==> config.mk <==
export PLATFORM = sky130hd
export DESIGN_NAME = vehicle_neighbor_table_classifier_unit
export DESIGN_NICKNAME = d
export VERILOG_FILES = /design/src/design/vntc_pkg.sv /design/src/design/vntc_alu.sv /design/src/design/vntc_lists.sv /design/src/design/vehicle_neighbor_table_classifier_unit.sv
export SDC_FILE = /design/constraint.sdc
export NUM_CORES = 1
export LEC_CHECK = 0
export BUFFER_PORTS_ARGS = -buffer_cell sky130_fd_sc_hd__buf_2
export CORE_UTILIZATION = 40
export DETAILED_ROUTE_END_ITERATION = 16
export PLACE_DENSITY_LB_ADDON = 0.05
export SKIP_CTS_REPAIR_TIMING = 1
export SYNTH_ARGS = -nofsm -noshare
export SYNTH_HDL_FRONTEND = slang
export SYNTH_SLANG_ARGS = --single-unit
==> constraint.sdc <==
create_clock -name clk -period 15.93 [get_ports clk]
set_input_delay 0.7965 -clock clk [delete_from_list [all_inputs] [get_ports clk]]
set_output_delay 0.7965 -clock clk [all_outputs]
set_load 0.01 [all_outputs]
==> src/design/vntc_pkg.sv <==
`default_nettype none
// ----------------------------------------------------------------------------
// vntc_pkg: shared types and constants of the neighbor table classifier
// Placement and list select codes, heading thresholds, subtractor width.
// ----------------------------------------------------------------------------
package vntc_pkg;

	// default sizing of the neighbor lists
	localparam int MAX_NEIGHBORS_DEF = 5;
	localparam int ID_WIDTH_DEF      = 16;

	// field widths
	localparam int POS_W  = 32;
	localparam int HDG_W  = 9;
	localparam int ROI_W  = 30;
	localparam int PLC_W  = 3;
	localparam int DIFF_W = POS_W + 1;
	localparam int ALU_W  = POS_W + 2;

	localparam logic [ROI_W-1:0] ROI_RESET = 30'd40000;

	// heading thresholds in degrees
	localparam logic [HDG_W-1:0] HDG_45  = 9'd45;
	localparam logic [HDG_W-1:0] HDG_90  = 9'd90;
	localparam logic [HDG_W-1:0] HDG_135 = 9'd135;
	localparam logic [HDG_W-1:0] HDG_180 = 9'd180;
	localparam logic [HDG_W-1:0] HDG_225 = 9'd225;
	localparam logic [HDG_W-1:0] HDG_315 = 9'd315;
	localparam logic [HDG_W-1:0] HDG_360 = 9'd360;

	// placement codes
	localparam logic [PLC_W-1:0] PLACE_OUTSIDE = 3'd0;
	localparam logic [PLC_W-1:0] PLACE_FRONT   = 3'd1;
	localparam logic [PLC_W-1:0] PLACE_BACK    = 3'd2;
	localparam logic [PLC_W-1:0] PLACE_OPP     = 3'd3;
	localparam logic [PLC_W-1:0] PLACE_IGNORED = 3'd4;

	// list select codes
	localparam int NUM_LISTS = 3;
	typedef logic [1:0] list_sel_t;
	localparam list_sel_t LIST_FRONT = 2'd0;
	localparam list_sel_t LIST_BACK  = 2'd1;
	localparam list_sel_t LIST_OPP   = 2'd2;

	// store request from the sequencer to the list store
	typedef struct packed {
		logic      store;
		list_sel_t sel;
	} list_req_t;

	// occupancy of the three lists
	typedef struct packed {
		logic front_nz;
		logic back_nz;
		logic opp_nz;
	} list_stat_t;

endpackage
`default_nettype wire

==> src/design/vntc_alu.sv <==
`default_nettype none
// ----------------------------------------------------------------------------
// vntc_alu: shared subtractor
// Signed a - b with a sign flag, used by the region and heading steps of the sequencer.
// ----------------------------------------------------------------------------
module vntc_alu
	import vntc_pkg::*;
(
	input  wire logic signed [ALU_W-1:0] op_a,
	input  wire logic signed [ALU_W-1:0] op_b,
	output logic signed [ALU_W-1:0]      diff,
	output logic                         neg
);

	// one wide subtract, sign from the result
	always_comb begin
		diff = op_a - op_b;
		neg  = diff[ALU_W-1];
	end

endmodule
`default_nettype wire

==> src/design/vntc_lists.sv <==
`default_nettype none
// ----------------------------------------------------------------------------
// vntc_lists: front, back and opposite neighbor lists
// Removes an id from all lists, appends it to one, trims the oldest entry when full.
// ----------------------------------------------------------------------------
module vntc_lists
	import vntc_pkg::*;
#(
	parameter int MAX_NEIGHBORS = MAX_NEIGHBORS_DEF,
	parameter int ID_WIDTH      = ID_WIDTH_DEF
) (
	input  wire logic                clk,
	input  wire logic                arst_n,
	input  wire list_req_t           req,
	input  wire logic [ID_WIDTH-1:0] id,
	output list_stat_t               stat
);

	localparam int CW = $clog2(MAX_NEIGHBORS + 1);
	localparam logic [CW-1:0] FULL = CW'(MAX_NEIGHBORS);

	logic [ID_WIDTH-1:0] list_q   [NUM_LISTS][MAX_NEIGHBORS];
	logic [CW-1:0]       count_q  [NUM_LISTS];
	logic [ID_WIDTH-1:0] list_nxt [NUM_LISTS][MAX_NEIGHBORS];
	logic [CW-1:0]       count_nxt[NUM_LISTS];
	logic [ID_WIDTH-1:0] kept     [NUM_LISTS][MAX_NEIGHBORS];
	logic [ID_WIDTH-1:0] kept_sh  [NUM_LISTS][MAX_NEIGHBORS];
	logic [ID_WIDTH-1:0] raw_sh   [NUM_LISTS][MAX_NEIGHBORS];
	logic [CW-1:0]       kept_cnt [NUM_LISTS];
	logic [MAX_NEIGHBORS-1:0] hit [NUM_LISTS];

	// drop the id from every list, then append to the selected one
	always_comb begin
		logic seen;
		for (int l = 0; l < NUM_LISTS; l++) begin
			// neighbor of each entry one place up
			for (int i = 0; i < MAX_NEIGHBORS - 1; i++) begin
				raw_sh[l][i] = list_q[l][i+1];
			end
			raw_sh[l][MAX_NEIGHBORS-1] = list_q[l][MAX_NEIGHBORS-1];

			// an id is held at most once, so a drop closes one gap
			seen = 1'b0;
			for (int i = 0; i < MAX_NEIGHBORS; i++) begin
				hit[l][i] = (CW'(i) < count_q[l]) && (list_q[l][i] == id);
				seen      = seen | hit[l][i];
				kept[l][i] = seen ? raw_sh[l][i] : list_q[l][i];
			end
			kept_cnt[l] = count_q[l] - CW'(seen);

			for (int i = 0; i < MAX_NEIGHBORS - 1; i++) begin
				kept_sh[l][i] = kept[l][i+1];
			end
			kept_sh[l][MAX_NEIGHBORS-1] = id;

			list_nxt[l]  = list_q[l];
			count_nxt[l] = count_q[l];
			if (req.store) begin
				list_nxt[l]  = kept[l];
				count_nxt[l] = kept_cnt[l];
				if (req.sel == list_sel_t'(l)) begin
					if (kept_cnt[l] >= FULL) begin
						// full list: oldest entry leaves
						list_nxt[l]  = kept_sh[l];
						count_nxt[l] = FULL;
					end else begin
						for (int i = 0; i < MAX_NEIGHBORS; i++) begin
							if (CW'(i) == kept_cnt[l]) begin
								list_nxt[l][i] = id;
							end
						end
						count_nxt[l] = kept_cnt[l] + 1'b1;
					end
				end
			end
		end
	end

	// list contents, no reset
	always_ff @(posedge clk) begin
		list_q <= list_nxt;
	end

	// fill counts
	always_ff @(posedge clk or negedge arst_n) begin
		if (!arst_n) begin
			for (int l = 0; l < NUM_LISTS; l++) begin
				count_q[l] <= '0;
			end
		end else begin
			count_q <= count_nxt;
		end
	end

	// occupancy
	always_comb begin
		stat.front_nz = (count_q[LIST_FRONT] != '0);
		stat.back_nz  = (count_q[LIST_BACK] != '0);
		stat.opp_nz   = (count_q[LIST_OPP] != '0);
	end

	// a store to the opposite list leaves that list non-empty
	a_store_fills: assert property (@(posedge clk) disable iff (!arst_n)
		req.store && req.sel == LIST_OPP |=> count_q[LIST_OPP] != '0)
		else $error("opposite list empty after store");

	a_count_bound: assert property (@(posedge clk) disable iff (!arst_n)
		count_q[LIST_FRONT] <= FULL && count_q[LIST_BACK] <= FULL
		&& count_q[LIST_OPP] <= FULL)
		else $error("list count above capacity");

	// counts only move on a store
	a_count_hold: assert property (@(posedge clk) disable iff (!arst_n)
		!req.store |=> count_q[LIST_FRONT] == $past(count_q[LIST_FRONT])
		&& count_q[LIST_BACK] == $past(count_q[LIST_BACK])
		&& count_q[LIST_OPP] == $past(count_q[LIST_OPP]))
		else $error("list count moved without a store");

endmodule
`default_nettype wire

==> src/design/vehicle_neighbor_table_classifier_unit.sv <==
`default_nettype none
// ----------------------------------------------------------------------------
// vehicle_neighbor_table_classifier_unit: neighbor table classifier
// Region test, heading fold and list placement of one hello per item.
// ----------------------------------------------------------------------------
// Sequence: dx, dy, four region checks, heading gap, fold, list store, output;
//   an ignored heading gap skips the store, a sender outside the region skips the rest.
// Input: in_stall holds off a new item until the last one has left the output step;
//   region and heading steps each take one pass through the shared subtractor.
// Reset: arst_n clears the sequencer, list counts and output valid; region
//   half width returns to 40000.
module vehicle_neighbor_table_classifier_unit
	import vntc_pkg::*;
#(
	parameter int MAX_NEIGHBORS = MAX_NEIGHBORS_DEF,
	parameter int ID_WIDTH      = ID_WIDTH_DEF
) (
	input  wire logic                    clk,
	input  wire logic                    arst_n,
	input  wire logic                    cfg_wr_en,
	input  wire logic [ROI_W-1:0]        cfg_wr_data,
	input  wire logic                    in_valid,
	output logic                         in_stall,
	input  wire logic [15:0]             sender_id,
	input  wire logic [HDG_W-1:0]        sender_heading,
	input  wire logic signed [POS_W-1:0] sender_x,
	input  wire logic signed [POS_W-1:0] sender_y,
	input  wire logic [HDG_W-1:0]        own_heading,
	input  wire logic signed [POS_W-1:0] own_x,
	input  wire logic signed [POS_W-1:0] own_y,
	output logic                         out_valid,
	input  wire logic                    out_stall,
	output logic [PLC_W-1:0]             placement,
	output logic                         same_direction_connected,
	output logic                         opposite_connected
);

	// sequencer states
	localparam logic [3:0] ST_IDLE  = 4'd0;
	localparam logic [3:0] ST_DX    = 4'd1;
	localparam logic [3:0] ST_DY    = 4'd2;
	localparam logic [3:0] ST_CX_HI = 4'd3;
	localparam logic [3:0] ST_CX_LO = 4'd4;
	localparam logic [3:0] ST_CY_HI = 4'd5;
	localparam logic [3:0] ST_CY_LO = 4'd6;
	localparam logic [3:0] ST_HD    = 4'd7;
	localparam logic [3:0] ST_HF    = 4'd8;
	localparam logic [3:0] ST_STORE = 4'd9;
	localparam logic [3:0] ST_OUT   = 4'd10;

	logic [3:0]              state_q;
	logic [ROI_W-1:0]        roi_q;
	logic [ID_WIDTH-1:0]     id_q;
	logic [HDG_W-1:0]        sh_q;
	logic [HDG_W-1:0]        oh_q;
	logic signed [POS_W-1:0] sx_q;
	logic signed [POS_W-1:0] sy_q;
	logic signed [POS_W-1:0] ox_q;
	logic signed [POS_W-1:0] oy_q;
	logic signed [DIFF_W-1:0] dx_q;
	logic signed [DIFF_W-1:0] dy_q;
	logic [HDG_W-1:0]        hdiff_q;
	logic [PLC_W-1:0]        placement_q;
	list_sel_t               sel_q;
	logic                    out_valid_q;
	logic [PLC_W-1:0]        out_place_q;
	logic                    out_same_q;
	logic                    out_opp_q;

	logic signed [ALU_W-1:0] alu_a;
	logic signed [ALU_W-1:0] alu_b;
	logic signed [ALU_W-1:0] alu_diff;
	logic                    alu_neg;
	logic [ALU_W-1:0]        roi_ext;
	logic [HDG_W-1:0]        hd_abs;
	logic [HDG_W-1:0]        folded;
	logic                    ahead;
	logic                    in_take;
	logic                    out_free;
	list_req_t               req;
	list_stat_t              stat;

	assign in_stall  = (state_q != ST_IDLE);
	assign in_take   = in_valid && !in_stall;
	assign out_free  = !out_valid_q || !out_stall;
	assign roi_ext   = {{(ALU_W - ROI_W){1'b0}}, roi_q};

	// operand select for the shared subtractor
	always_comb begin
		alu_a = '0;
		alu_b = '0;
		case (state_q)
			ST_DX: begin
				alu_a = {{(ALU_W - POS_W){ox_q[POS_W-1]}}, ox_q};
				alu_b = {{(ALU_W - POS_W){sx_q[POS_W-1]}}, sx_q};
			end
			ST_DY: begin
				alu_a = {{(ALU_W - POS_W){oy_q[POS_W-1]}}, oy_q};
				alu_b = {{(ALU_W - POS_W){sy_q[POS_W-1]}}, sy_q};
			end
			ST_CX_HI: begin
				alu_a = {{(ALU_W - DIFF_W){dx_q[DIFF_W-1]}}, dx_q};
				alu_b = roi_ext;
			end
			ST_CX_LO: begin
				alu_a = ALU_W'(0) - roi_ext;
				alu_b = {{(ALU_W - DIFF_W){dx_q[DIFF_W-1]}}, dx_q};
			end
			ST_CY_HI: begin
				alu_a = {{(ALU_W - DIFF_W){dy_q[DIFF_W-1]}}, dy_q};
				alu_b = roi_ext;
			end
			ST_CY_LO: begin
				alu_a = ALU_W'(0) - roi_ext;
				alu_b = {{(ALU_W - DIFF_W){dy_q[DIFF_W-1]}}, dy_q};
			end
			ST_HD: begin
				alu_a = {{(ALU_W - HDG_W){1'b0}}, sh_q};
				alu_b = {{(ALU_W - HDG_W){1'b0}}, oh_q};
			end
			ST_HF: begin
				alu_a = {{(ALU_W - HDG_W){1'b0}}, HDG_360};
				alu_b = {{(ALU_W - HDG_W){1'b0}}, hdiff_q};
			end
			default: begin
				alu_a = '0;
				alu_b = '0;
			end
		endcase
	end

	vntc_alu u_alu (
		.op_a (alu_a),
		.op_b (alu_b),
		.diff (alu_diff),
		.neg  (alu_neg)
	);

	// heading magnitude, fold above 180, sector test on the sender heading
	always_comb begin
		hd_abs = alu_neg ? HDG_W'(~alu_diff + 1'b1) : alu_diff[HDG_W-1:0];
		folded = (hdiff_q > HDG_180) ? alu_diff[HDG_W-1:0] : hdiff_q;
		if (sh_q < HDG_45 || sh_q >= HDG_315) begin
			ahead = dx_q[DIFF_W-1];
		end else if (sh_q inside {[HDG_45:HDG_135 - 9'd1]}) begin
			ahead = dy_q[DIFF_W-1];
		end else if (sh_q < HDG_225) begin
			ahead = !dx_q[DIFF_W-1] && (dx_q != '0);
		end else begin
			ahead = !dy_q[DIFF_W-1] && (dy_q != '0);
		end
	end

	assign req.store = (state_q == ST_STORE);
	assign req.sel   = sel_q;

	vntc_lists #(
		.MAX_NEIGHBORS (MAX_NEIGHBORS),
		.ID_WIDTH      (ID_WIDTH)
	) u_lists (
		.clk    (clk),
		.arst_n (arst_n),
		.req    (req),
		.id     (id_q),
		.stat   (stat)
	);

	// region half width register
	always_ff @(posedge clk or negedge arst_n) begin
		if (!arst_n) begin
			roi_q <= ROI_RESET;
		end else if (cfg_wr_en) begin
			roi_q <= cfg_wr_data;
		end
	end

	// item capture with heading wrap
	always_ff @(posedge clk) begin
		if (in_take) begin
			id_q <= ID_WIDTH'(sender_id);
			sh_q <= (sender_heading >= HDG_360) ? sender_heading - HDG_360 : sender_heading;
			oh_q <= (own_heading >= HDG_360) ? own_heading - HDG_360 : own_heading;
			sx_q <= sender_x;
			sy_q <= sender_y;
			ox_q <= own_x;
			oy_q <= own_y;
		end
	end

	// working registers loaded from the subtractor
	always_ff @(posedge clk) begin
		case (state_q)
			ST_DX: dx_q <= alu_diff[DIFF_W-1:0];
			ST_DY: dy_q <= alu_diff[DIFF_W-1:0];
			ST_HD: hdiff_q <= hd_abs;
			default: begin
			end
		endcase
	end

	// sequencer
	always_ff @(posedge clk or negedge arst_n) begin
		if (!arst_n) begin
			state_q     <= ST_IDLE;
			placement_q <= PLACE_OUTSIDE;
			sel_q       <= LIST_FRONT;
		end else begin
			case (state_q)
				ST_IDLE: begin
					if (in_take) begin
						state_q <= ST_DX;
					end
				end
				ST_DX: state_q <= ST_DY;
				ST_DY: state_q <= ST_CX_HI;
				ST_CX_HI, ST_CX_LO, ST_CY_HI: begin
					if (!alu_neg) begin
						placement_q <= PLACE_OUTSIDE;
						state_q     <= ST_OUT;
					end else begin
						state_q <= state_q + 4'd1;
					end
				end
				ST_CY_LO: begin
					if (!alu_neg) begin
						placement_q <= PLACE_OUTSIDE;
						state_q     <= ST_OUT;
					end else begin
						state_q <= ST_HD;
					end
				end
				ST_HD: state_q <= ST_HF;
				ST_HF: begin
					if (folded <= HDG_45) begin
						placement_q <= ahead ? PLACE_FRONT : PLACE_BACK;
						sel_q       <= ahead ? LIST_FRONT : LIST_BACK;
						state_q     <= ST_STORE;
					end else if (folded > HDG_90) begin
						placement_q <= PLACE_OPP;
						sel_q       <= LIST_OPP;
						state_q     <= ST_STORE;
					end else begin
						placement_q <= PLACE_IGNORED;
						state_q     <= ST_OUT;
					end
				end
				ST_STORE: state_q <= ST_OUT;
				ST_OUT: begin
					if (out_free) begin
						state_q <= ST_IDLE;
					end
				end
				default: state_q <= ST_IDLE;
			endcase
		end
	end

	// output register
	always_ff @(posedge clk or negedge arst_n) begin
		if (!arst_n) begin
			out_valid_q <= 1'b0;
		end else if (state_q == ST_OUT && out_free) begin
			out_valid_q <= 1'b1;
		end else if (!out_stall) begin
			out_valid_q <= 1'b0;
		end
	end

	// flags follow the counts; an outside hello leaves counts alone
	always_ff @(posedge clk) begin
		if (state_q == ST_OUT && out_free) begin
			out_place_q <= placement_q;
			out_same_q  <= stat.front_nz && stat.back_nz;
			out_opp_q   <= stat.opp_nz;
		end
	end

	assign out_valid                = out_valid_q;
	assign placement                = out_place_q;
	assign same_direction_connected = out_same_q;
	assign opposite_connected       = out_opp_q;

	a_accept_starts: assert property (@(posedge clk) disable iff (!arst_n)
		in_take |=> state_q == ST_DX)
		else $error("accepted item did not start the sequence");

	a_valid_from_out: assert property (@(posedge clk) disable iff (!arst_n)
		$rose(out_valid_q) |-> $past(state_q) == ST_OUT)
		else $error("result raised outside the output step");

	a_front_nonempty: assert property (@(posedge clk) disable iff (!arst_n)
		state_q == ST_OUT && (placement_q == PLACE_FRONT || placement_q == PLACE_BACK)
		|-> (stat.front_nz || stat.back_nz))
		else $error("same-direction placement with empty lists");

	a_opp_nonempty: assert property (@(posedge clk) disable iff (!arst_n)
		state_q == ST_OUT && placement_q == PLACE_OPP |-> stat.opp_nz)
		else $error("opposite placement with empty opposite list");

endmodule
`default_nettype wire
==> summary.md <==
| Metric | Value |
|---|---|
| Crit-path max FO | 34 |
| Crit-path slowest cell | dfrtp_1 |
| Largest net degree at the start of global routing | slightly below 80 |
| Run status | complete, no violations |
| CP Capture Type | flop |
| Register area share after synthesis | 51.3% |
| Initial antenna violation count | 3 |
| Post-synth EDFFs | between 400 and 500 |
| Worst IR Drop VDD | about 110 µV |
| Gp weighted congestion | around 0.9 |
| Yosys warns | 0 |
| Slew HR | approximately 25% |
| Total grt overflow | 0 |
| # IOs | a little over 200 |
| Bufs and invs on worst path | 3 |
| Die Height | 279 µm |
| First-pass GRT wire length | about 150 mm |
| Hold Vio Cnt, Final | 0 |
| Final max-slew violation count | 0 |
| Minimum clock period | approximately 6200 ps |
| Mapped Area | about 31,000 µm² |
| P_leak | between 10 and 15 nW |
| Pre-Repair DR Iteration Count | 6 |
| Final WL | about 100 mm |
| Root Buffer | clkbuf_16 |
| Clk buf depth | 3 |
| Synth area leader | edfxtp_1 |
| Sequence of cells on the critical path | nor2b_1 > and2_1 > buf_4 > or2_2 > buf_4 > a222oi_1 > nand3_1 > ha_1 > inv_1 > fa_1 > a211oi_1 > o21ai_0 > a211oi_1 > o21ai_0 > a31oi_1 > o31ai_1 > o41ai_1 > xnor2_1 |
| Worst-skew pair later-pin latency | between 600 and 700 ps |
| Port bufs | between 200 and 250 |
| CP peak stage delay | between 500 and 600 ps |
| Die width | 279 µm |
| # fillers | roughly 7.1k |
| Count of cell types in the netlist | 76 |
| Worst hold path type | input port to flop |
| Signal arrival time at the worst endpoint | 6600 ps |
| Vias | between 20k and 25k |
| Initial Util | about 40% |
| Vias in the first global route | 23.7k |
| Fmax | 0.161 GHz |
| # rows | between 100 and 150 |
| Drt wl/cell | between 20 and 30 µm |
| Post-synth top area share | 47.3% |
| Post-Route Setup TNS | 0 ps |
| Mapped Avg Cell Area | about 11 µm² |
| Power Dens Cells | 198 nW/µm² |
| Period utilization | between 30% and 40% |
| Core area | around 76,000 µm² |
| Synthesized instance count | 2,668 |
| Drt first-iter violations | between 2k and 2.5k |
| Startpoint types | flop |
| Num CTS Buffers | around 60 |
| Final core utilization | between 40% and 50% |
| Overall Power | about 6.9 mW |
| #FFs+latches synth | between 500 and 600 |
| CTS tree | yes |
| Main synth FF type | edfxtp_1 |
| Top cells by area, synth | edfxtp_1 (47%), mux2i_1 (5.1%), xor2_1 (5.1%), a22oi_1 (4.9%), xnor2_1 (3.7%) |
| Synth async-reset ratio | between 9 and 10% |
| Area growth syn-to-layout | 13.5% |
| Required @ worst endpoint | around 16,000 ps |
| Final setup fails | 0 |
| Fraction of layout cells with a size suffix above 1 | about 16% |
| Dpl hpwl | between 60 and 70 mm |
| Number of remaining DRC errors | 0 |
| Final net count | about 3.1k |
| ANT nets after route | 0 |
| RSZ-0062 raised after global routing | no |
| # clock sinks | about 530 |
| Clock-pin slew on the worst setup and hold paths | approximately 60 ps |
| Worst Path Class, Setup | flop to flop |
| CTS HTree Levels | 2 |
| # diodes | 0 |
| Global router's overall resource usage | between 20% and 30% |
| CP top delay family | compound AO/OA/AOI/OAI gates |
| Die Area | about 78,000 µm² |
| Tightest Pin Transition | around 1100 ps |
| Syn_nets | roughly 2.9k |
| Clock skew | 23.9 ps |
| Max cap viols | 0 |
| Vias per inst | roughly 6 |
==> area by class of cell <==
cell class,count,area [µm²],share of cell area (%)
tap,978,1220,3.52
inverter,43,166,0.479
sequential,531,15700,45.2
multi-input combinational,1903,14000,40.1
timing repair buffer,268,1500,4.33
clock inverter,42,586,1.68
clock buffer,73,1620,4.67
==> cell usage in the layout, fill, tap and decap left out, types with 8 or more instances in the layout <==
cell type  count
a211oi_1       9
a21o_1        11
a21oi_1       79
a221oi_1      45
a221oi_2      16
a222oi_1      17
a22o_1        15
a22oi_1      200
a32oi_1       33
and2_1        13
and3_1        10
buf_2        203
buf_4         65
bufinv_16     13
clkbuf_1       8
clkbuf_16     62
clkinv_2      17
dfrtp_1       44
edfxtp_1     482
ha_1          62
inv_1         42
mux2_2        34
mux2i_1      157
nand2_1      189
nand2b_1      13
nand3_1       32
nand4_1       36
nor2_1       120
nor2b_1       10
nor3_1        32
nor4_1        60
o2111ai_1     10
o211ai_1      12
o21a_1         9
o21ai_0      125
o22ai_1       68
o2bb2ai_1     56
or3_1         14
xnor2_1      130
xor2_1       177
==> cells by family after synthesis <==
family | count (synthesis) | synth area share (%)
DFF | 531 | 51.3
buffers and inverters | 234 | 3.43
adders and majority gates | 63 | 2.60
AOI/OAI and AO/OA | 768 | 18.4
xor gates and xnor gates | 307 | 8.78
muxes | 191 | 6.38
and+or+nand+nor | 574 | 9.13
==> worst register-to-register path, stage by stage (launching register included) <==
cell and delay [ps]:
dfrtp_1 550, nor2b_1 340, and2_1 180, buf_4 450, or2_2 560, buf_4 320, a222oi_1 110, nand3_1 110
ha_1 160, inv_1 60, fa_1 430, a211oi_1 550, o21ai_0 250, a211oi_1 420, o21ai_0 350, a31oi_1 460
o31ai_1 170, o41ai_1 350, xnor2_1 150
==> where the power goes <==
group / internal (mW) / switching (mW)
sequential: 2.09 / 0.238
combinational: 1.08 / 1.95
clock: 0.938 / 0.608
total: 4.10 / 2.79
==> registers in the layout, indices dropped and copies added (netlist names), 3 cells and up <==
name	cells
dx_q	33
dy_q	33
hdiff_q	9
id_q	16
oh_q	9
ox_q	32
oy_q	32
placement	3
placement_q	3
roi_q	30
sh_q	9
state_q	4
sx_q	32
sy_q	32
u_lists.count_q	9
u_lists.kept	48
u_lists.list_q	192
==> routing by layer <==
layer | wire [µm] | vias up | global-route usage [%]
met2 | 46100 | 961 | 40.4
li1 | - | 10715 | -
met3 | 5910 | 178 | 3.31
met1 | 42300 | 11722 | 33.6
met5 | 26 | - | 0
met4 | 3520 | 4 | 9.19
==> per-stage QoR <==
step,instance area [µm²],hold WS [ps],setup WS [ps],std cells
6_report,34800,322,9710,3838
5_1_grt,34800,291,9310,3838
4_1_cts,34800,281,9830,3838
3_5_place_dp,32500,466,9920,3723
3_3_place_gp,32500,476,9970,3723
2_1_floorplan,30600,418,10390,2668
==> worst paths after layout <==
kind / from / endpoint / slack, ps / depth (start not counted)
worst max-delay path: state_q[2] / dx_q[32] / 9710 / 18
worst min-delay path: sender_y[4] / sy_q[4] / 320 / 1
worst max register to register: state_q[2] / dx_q[32] / 9710 / 18
worst min register to register: placement_q[2] / placement[2] / 480 / 0
max in group asynchronous: arst_n / roi_q[17] / 15010 / 2
min in group asynchronous: arst_n / state_q[2] / 350 / 2
==> synthesized netlist by cell type, drive strengths merged (17+ instances only) <==
cell type / instances
a21oi: 79
a221oi: 61
a222oi: 17
a22oi: 200
a32oi: 33
buf: 61
clkbuf: 130
dfrtp: 44
edfxtp: 482
ha: 62
inv: 43
mux2: 34
mux2i: 157
nand2: 189
nand3: 33
nand4: 36
nor2: 126
nor3: 34
nor4: 65
o21ai: 131
o22ai: 71
o2bb2ai: 56
xnor2: 130
xor2: 177
No activity file was read; power rests on OpenSTA's default activity.
